### config.mk
export PLATFORM = sky130hd
export DESIGN_NAME = lmsrt_cell
export DESIGN_NICKNAME = d
export VERILOG_FILES = /design/src/rtl/lmsrt_pkg.sv /design/src/rtl/lmsrt_cell.sv
export SDC_FILE = /design/constraint.sdc
export NUM_CORES = 2
export LEC_CHECK = 0
export ABC_AREA = 1
export BUFFER_PORTS_ARGS = -buffer_cell sky130_fd_sc_hd__clkbuf_2
export CAP_MARGIN = 20
export CORE_AREA = 2 2 714 716
export DETAILED_ROUTE_END_ITERATION = 8
export DIE_AREA = 0 0 716 718
export SLEW_MARGIN = 20
export SYNTH_ARGS = -nofsm -noshare
export SYNTH_HDL_FRONTEND = slang
export SYNTH_SLANG_ARGS = --single-unit
### constraint.sdc
create_clock -name aclk -period 48.3 [get_ports aclk]
set_input_delay 4.83 -clock aclk [delete_from_list [all_inputs] [get_ports aclk]]
set_output_delay 4.83 -clock aclk [all_outputs]
set_load 0.01 [all_outputs]
### src/rtl/lmsrt_pkg.sv
// Shared types and constants for the LED matrix shift/rotate/trim block.
// Holds field widths, command and status codes and the cell control word.
// No dependencies.
`default_nettype none

package lmsrt_pkg;

    localparam int OP_W  = 4;
    localparam int COL_W = 6;
    localparam int ROW_W = 5;
    localparam int PIX_W = 8;
    localparam int SZW_W = 7;
    localparam int SZH_W = 6;
    localparam int WO_W  = 7;
    localparam int HO_W  = 6;
    localparam int ST_W  = 2;

    localparam int S_TDATA_W = 40;
    localparam int M_TDATA_W = 24;

    localparam int DEF_MAX_WIDTH  = 64;
    localparam int DEF_MAX_HEIGHT = 32;
    localparam int DEF_PIXEL_BITS = 8;

    typedef enum logic [OP_W-1:0] {
        OP_WRITE     = 4'd0,
        OP_READ      = 4'd1,
        OP_SHIFT_L   = 4'd2,
        OP_SHIFT_R   = 4'd3,
        OP_SHIFT_U   = 4'd4,
        OP_SHIFT_D   = 4'd5,
        OP_ROT_L     = 4'd6,
        OP_ROT_R     = 4'd7,
        OP_TRIM_L    = 4'd8,
        OP_TRIM_R    = 4'd9,
        OP_TRIM_T    = 4'd10,
        OP_TRIM_B    = 4'd11,
        OP_SET_SIZE  = 4'd12
    } op_t;

    typedef enum logic [ST_W-1:0] {
        ST_OK     = 2'd0,
        ST_NOSIZE = 2'd1,
        ST_RANGE  = 2'd2,
        ST_EMPTY  = 2'd3
    } status_t;

    typedef enum logic [2:0] {
        CELL_HOLD,
        CELL_CLEAR,
        CELL_WRITE,
        CELL_SHL,
        CELL_SHR,
        CELL_SHU,
        CELL_SHD,
        CELL_LOAD
    } cell_op_t;

    // Per-row control word handed from the sequencer to one row cell.
    typedef struct packed {
        cell_op_t op;
        logic     live;
        logic     pix_we;
        logic     scr_we;
    } cell_ctl_t;

endpackage

`default_nettype wire

### src/rtl/lmsrt_cell.sv
// One row cell of the pixel matrix: a full row of pixels plus a scratch row.
// Trades rows with its upper and lower neighbors. Depends on lmsrt_pkg.
`default_nettype none

module lmsrt_cell #(
    parameter int MAX_WIDTH  = lmsrt_pkg::DEF_MAX_WIDTH,
    parameter int PIXEL_BITS = lmsrt_pkg::DEF_PIXEL_BITS,
    parameter int SCR_W      = lmsrt_pkg::DEF_MAX_HEIGHT
) (
    input  wire                                         aclk,
    input  lmsrt_pkg::cell_ctl_t                        ctl,
    input  wire [$clog2(MAX_WIDTH)-1:0]                 sel_col,
    input  wire [PIXEL_BITS-1:0]                        wr_pix,
    input  wire [$clog2(MAX_WIDTH+1)-1:0]               width,
    input  wire [MAX_WIDTH-1:0][PIXEL_BITS-1:0]         below_row,
    input  wire [MAX_WIDTH-1:0][PIXEL_BITS-1:0]         above_row,
    input  wire [SCR_W-1:0][PIXEL_BITS-1:0]             scr_bus,
    output logic [MAX_WIDTH-1:0][PIXEL_BITS-1:0]        row_out,
    output logic [PIXEL_BITS-1:0]                       sel_pix,
    output logic                                        row_nz
);
    import lmsrt_pkg::*;

    localparam int WW = $clog2(MAX_WIDTH + 1);

    logic [MAX_WIDTH-1:0][PIXEL_BITS-1:0] main_reg, main_next;
    logic [SCR_W-1:0][PIXEL_BITS-1:0]     scr_reg;

    always_comb begin
        main_next = main_reg;
        unique case (ctl.op)
            CELL_HOLD:  main_next = main_reg;
            CELL_CLEAR: main_next = '0;
            CELL_WRITE: begin
                if (ctl.pix_we) begin
                    main_next[sel_col] = wr_pix;
                end
            end
            CELL_SHL: begin
                for (int x = 0; x < MAX_WIDTH; x++) begin
                    main_next[x] = (x < MAX_WIDTH - 1) ? main_reg[(x + 1) % MAX_WIDTH] : '0;
                end
            end
            CELL_SHR: begin
                // The pixel pushed past the current width must not survive.
                for (int x = 0; x < MAX_WIDTH; x++) begin
                    main_next[x] = (x > 0 && WW'(x) < width) ?
                                   main_reg[(x + MAX_WIDTH - 1) % MAX_WIDTH] : '0;
                end
            end
            CELL_SHU: main_next = below_row;
            CELL_SHD: main_next = ctl.live ? above_row : '0;
            CELL_LOAD: begin
                for (int x = 0; x < MAX_WIDTH; x++) begin
                    main_next[x] = (ctl.live && x < SCR_W) ? scr_reg[x % SCR_W] : '0;
                end
            end
        endcase
    end

    always_ff @(posedge aclk) begin
        main_reg <= main_next;
        if (ctl.scr_we) begin
            scr_reg <= scr_bus;
        end
    end

    assign row_out = main_reg;
    assign sel_pix = main_reg[sel_col];
    assign row_nz  = |main_reg;

endmodule

`default_nettype wire

; ---- Word-level counts from Yosys, hierarchy flattened
; Cells that the tools add are included.
[word_totals]
register_bits = 768
[op_classes]
magnitude_cmp = 65
n_eq_ne = 8
mux = 103
n_bitwise = 1
reduce_logical = 4
[ops]
columns = cell, n
row1 = case mux 512 bit (7 select lines), 1
row2 = two-way mux 512 bit, 2
row3 = two-way mux 8 bit, 97
row4 = bitwise mux 512 bit, 1
row5 = OR reduction 512 bit, 1
row6 = "< comparator 6 x 7 -> 1 bit, first input constant", 32
row7 = "< comparator 5 x 7 -> 1 bit, first input constant", 16
row8 = "< comparator 4 x 7 -> 1 bit, first input constant", 8
row9 = binary-select mux 8 bit (select 6 bit), 1
row10 = demux 8 bit (select 6 bit), 1
row11 = "< comparator 3 x 7 -> 1 bit, first input constant", 4
row12 = "< comparator 2 x 7 -> 1 bit, first input constant", 2
row13 = "== test 3 bit, second input constant", 4
row14 = "< comparator 1 x 7 -> 1 bit, first input constant", 1
row15 = "< comparator 6 x 7 -> 1 bit, second input constant", 1
row16 = "== test 3 x 2 -> 1 bit, second input constant", 2
row17 = ">= comparator 6 x 1 -> 1 bit, second input constant", 1
row18 = "== test 3 x 1 -> 1 bit, second input constant", 1
row19 = logical NOT 3 bit, 1
row20 = "inequality test 2 bit, second input constant", 1
row21 = AND reduction 2 bit, 1
row22 = logical AND 1 bit, 1
row23 = inverter 1 bit, 1

; ---- Depth between registers and ports, before layout
[logic_depth]
depth_word = 7
mapped_depth = 12

; ---- Worst setup path before layout
; OpenSTA, ideal clock, no wires.
[synth_path]
path_type = input to register
from = in ctl[5] (netlist name)
to = reg main_reg (netlist bit row_out[0]), enable pin
setup_time_ps = 4914
t_arrival_ps = 16294
t_required_ps = 43386
slack_ps = 27092
cell_stages = 3
path_cell_list = buf_2 inv_1 nand3_1
[synth_via]
elab_chain_cells = 3
elab_cells_between_ends = 5
cone_classes = 2 x eq/ne / 1 x bitwise / 2 x reduce/logical
[synth_lines]
columns = item, line
row1 = start: declaration, lmsrt_cell.sv:11  ; input lmsrt_pkg::cell_ctl_t ctl,
row2 = == test 3 x 2 -> 1 bit or logical NOT 3 bit (tied branches), lmsrt_cell.sv:31  ; unique case (ctl.op)
row3 = inequality test 2 bit (no line) or inverter 1 bit (tied branches), -
row4 = AND reduction 2 bit (no line) (*), -
row5 = end signal: assignment, lmsrt_cell.sv:62  ; main_reg <= main_next;
row6 = end: declaration, lmsrt_cell.sv:26  ; logic [MAX_WIDTH-1:0][PIXEL_BITS-1:0] main_reg, main_next;
; Mark *: on every way between the ends. The rest lies on a longest branch, timed or not.
; A chain may end at the register's enable or synchronous reset.

; ---- Final worst setup path
[layout_path]
from = in sel_col[0]
to = out sel_pix[3]
[layout_via]
elab_chain_cells = 2
[layout_lines]
columns = item, line
row1 = start: declaration, lmsrt_cell.sv:12  ; input wire [$clog2(MAX_WIDTH)-1:0] sel_col,
row2 = binary-select mux 8 bit (select 6 bit), lmsrt_cell.sv:69  ; assign sel_pix = main_reg[sel_col];
row3 = two-way mux 8 bit (not written as such), lmsrt_cell.sv:69
row4 = end: declaration, lmsrt_cell.sv:19  ; output logic [PIXEL_BITS-1:0] sel_pix,
; Every way passes these cells. The select of a mux whose other input is x is not followed.

==> results_dict.tcl <==
set metrics [dict create \
    timing_max_transition_violations_final 0 \
    final.setup.tns_ps 0 \
    drt_iter0_markers 10485 \
    antenna_violations_before_repair 634 \
    vdd_drop_max_mv 0.0403 \
    cts_setup_buffers 0 \
    largest_reg_flops 512 \
    drtPass1Iterations 9 \
    via_count 68443 \
    yosysWarnings 0 \
    initial_core_util_pct 10.1 \
    h-tree-depth 3 \
    maximum_number_of_pins_on_one_net_before_global_route_repair 120 \
    postSynthRegisterBits 768 \
    grt_util_all_layers_pct 27.7 \
    die_width_um 716 \
    insertion_delay_ps 950 \
    postRouteWirelength_mm 744 \
    fin_cells 15012 \
    reg2reg_setup_slack_ps 45960 \
    tritoncts_clock_tree "done" \
    crit_arrival_ps 9140 \
    wire_length_of_the_first_global_routing_pass_mm 883 \
    vias_in_the_first_global_route 60989 \
    yosysTopAreaCellShare_pct 45.1 \
    run_status "finished clean" \
    cts_buffer_depth 4 \
    timing_hold_violations_final 0 \
    root_buffer "sky130_fd_sc_hd__clkbuf_16" \
    synthToLayoutAreaGrowth_pct 44.5 \
    critPathTopFamily "buffers and inverters" \
    synth.largest_area_cell "sky130_fd_sc_hd__edfxtp_1" \
    achievable-frequency_ghz 0.0716 \
    cts_hold_buf 0 \
    rows 262 \
    finish.net_count 9258 \
    final_antenna_net_count 0 \
    fill_cells 58099 \
    overflow 0 \
    crit_fanout 112 \
    crit_path_start "sel_col[0]" \
    setup_viol_count_final 0 \
    pin_count 1829 \
    crit_top_cell "sky130_fd_sc_hd__nand2_1" \
    clock_sinks 768 \
    min_path_type "reg2reg" \
    clock_skew_ps 54.7 \
    synth_seq_area_share_pct 45.1 \
    dieArea_um2 514000 \
    hold_start "scr_reg[253]" \
    buffer_ports.inserted 1828 \
    path_buf_inv 4 \
    critPathMaxStageDelay_ps 940 \
    leakage_nw 28.3 \
    worst_path_cell_chain "buf_8, buf_4, buf_4, nand2_1, o211ai_1, nand2_1, o21ai_0, nand2_1, nor2_1, nand2_1, clkbuf_2" \
    grt_setup_unrepaired "false" \
    max_cap_check_violation_count 0 \
    ys_types 31 \
    rr_startpoint "row_out[272]" \
    post-route-drc-count 0 \
    post_cts_resize_count 0 \
    maxSlewHeadroom_pct 16.7 \
    synth.net_count 7508 \
    dpl.cell_count 14561 \
    die_h_um 718 \
    netlist_area_um2 51100 \
    startpoint_type "input port" \
    power_density_nw_per_um2 36.7 \
    cts-buffers-inserted 117 \
    path_clk_slew_ps 70 \
    post-route-period-util_pct 28.9 \
    via_per_inst 4.56 \
    finalWeightedCongestion 1.06 \
    syn_inst 6200 \
    path_class "in2out" \
    synth_area_leaders "sky130_fd_sc_hd__edfxtp_1, sky130_fd_sc_hd__o211ai_1, sky130_fd_sc_hd__nand2_1, sky130_fd_sc_hd__a22oi_1, sky130_fd_sc_hd__nand3_1" \
    routed_wire_length_per_instance_um 49.5 \
    capturing_element_type_of_the_critical_path "primary output" \
    finalWorstPathRequiredPeriod_ps 13970 \
    worst_slew_pin_slew_ps 1250 \
    core-area_um2 507000 \
    cp_data_required_time_ps 43470 \
    final_layout_size_suffix_gt1_share_pct 29.8 \
    dp_hpwl_mm 624 \
    syn_area_per_cell_um2 8.25 \
    cp_slowest_cell "sky130_fd_sc_hd__buf_4" \
]
==> routing by layer <==
metal | GRT usage [%] | wire, um
met2 | 44.0 | 331000
met4 | 16.4 | 55900
met5 | 0 | 1960
met3 | 13.1 | 91200
met1 | 29.9 | 263000
==> cell type report <==
| class | count | area [um^2] | area share, % |
|---|---|---|---|
| multi-input cells | 4474 | 24500 | 33.2 |
| flip-flops and latches | 768 | 23100 | 31.2 |
| repair buffers | 2110 | 11400 | 15.4 |
| well taps | 6732 | 8420 | 11.4 |
| clock buffers | 129 | 2970 | 4.02 |
| inverters | 479 | 1850 | 2.50 |
| clock inverters | 83 | 1100 | 1.48 |
| diodes | 237 | 593 | 0.803 |
==> cells in the final DEF (no fill, tap or decap), types with 12 or more instances in the layout <==
cell	instances
sky130_fd_sc_hd__o21ai_0	182
sky130_fd_sc_hd__bufinv_16	24
sky130_fd_sc_hd__a221oi_1	170
sky130_fd_sc_hd__buf_4	273
sky130_fd_sc_hd__edfxtp_1	768
sky130_fd_sc_hd__clkbuf_16	117
sky130_fd_sc_hd__nand3_1	424
sky130_fd_sc_hd__nor2_2	43
sky130_fd_sc_hd__clkinv_2	16
sky130_fd_sc_hd__inv_6	13
sky130_fd_sc_hd__clkinv_1	21
sky130_fd_sc_hd__nor2_1	513
sky130_fd_sc_hd__clkbuf_1	12
sky130_fd_sc_hd__nand4_1	336
sky130_fd_sc_hd__nand2_1	1392
sky130_fd_sc_hd__o211ai_1	703
sky130_fd_sc_hd__inv_2	15
sky130_fd_sc_hd__inv_1	452
sky130_fd_sc_hd__diode_2	237
sky130_fd_sc_hd__a22oi_1	489
sky130_fd_sc_hd__a21oi_1	111
sky130_fd_sc_hd__clkbuf_2	1826
sky130_fd_sc_hd__o2111ai_1	55
==> through the flow <==
step / setup slack [ps] / instance area (um^2) / util (%) / hold WS [ps] / power, mW
global route: 34080 / 73600 / 14.5 / 578 / 2.74
detailed placement: 34320 / 69200 / 13.6 / 547 / 1.72
CTS: 34310 / 73300 / 14.4 / 558 / 2.71
finish: 34330 / 73900 / 14.6 / 557 / 2.71
global placement: 34310 / 69200 / 13.6 / 540 / 1.72
floorplan: 27090 / 51100 / - / 516 / 1.11
==> worst paths after layout <==
path / to / cells after the start
worst max-delay path: sel_pix[3] / 11
worst min-delay path: row_out[253] / 2
worst max register to register: row_out[264] / 3
worst min register to register: row_out[253] / 2
==> synthesized netlist by cell type (all sizes together) <==
cell type / instances
nand4: 336
nand3b: 5
nand3: 430
a32oi: 1
a21oi: 117
a31oi: 2
edfxtp: 768
o21a: 1
or2: 2
o21ai: 190
o211ai: 703
nand2: 1398
clkbuf: 348
nor2: 565
a22oi: 491
and2: 6
inv: 475
clkinv: 4
buf: 131
nor3: 2
o2111ai: 55
a221oi: 170
==> where the power goes <==
part           switching (mW)  internal [mW]
sequential              0.178          0.826
combinational           0.556          0.163
clock                   0.414          0.571
total                    1.15           1.56
==> worst reg2reg max path, cell delays in order, from the launching register on <==
cell                       delay, ps
sky130_fd_sc_hd__edfxtp_1        460
sky130_fd_sc_hd__buf_4           320
sky130_fd_sc_hd__a221oi_1       1100
sky130_fd_sc_hd__nand3_1         160
==> cells by family after synthesis <==
group	Yosys count	synth area share, %
buffers and inverters	958	7.27
and+or+nand+nor	2744	23.2
DFF	768	45.1
AOI/OAI and AO/OA	1730	24.4
Power figures use the tool's default switching activity.
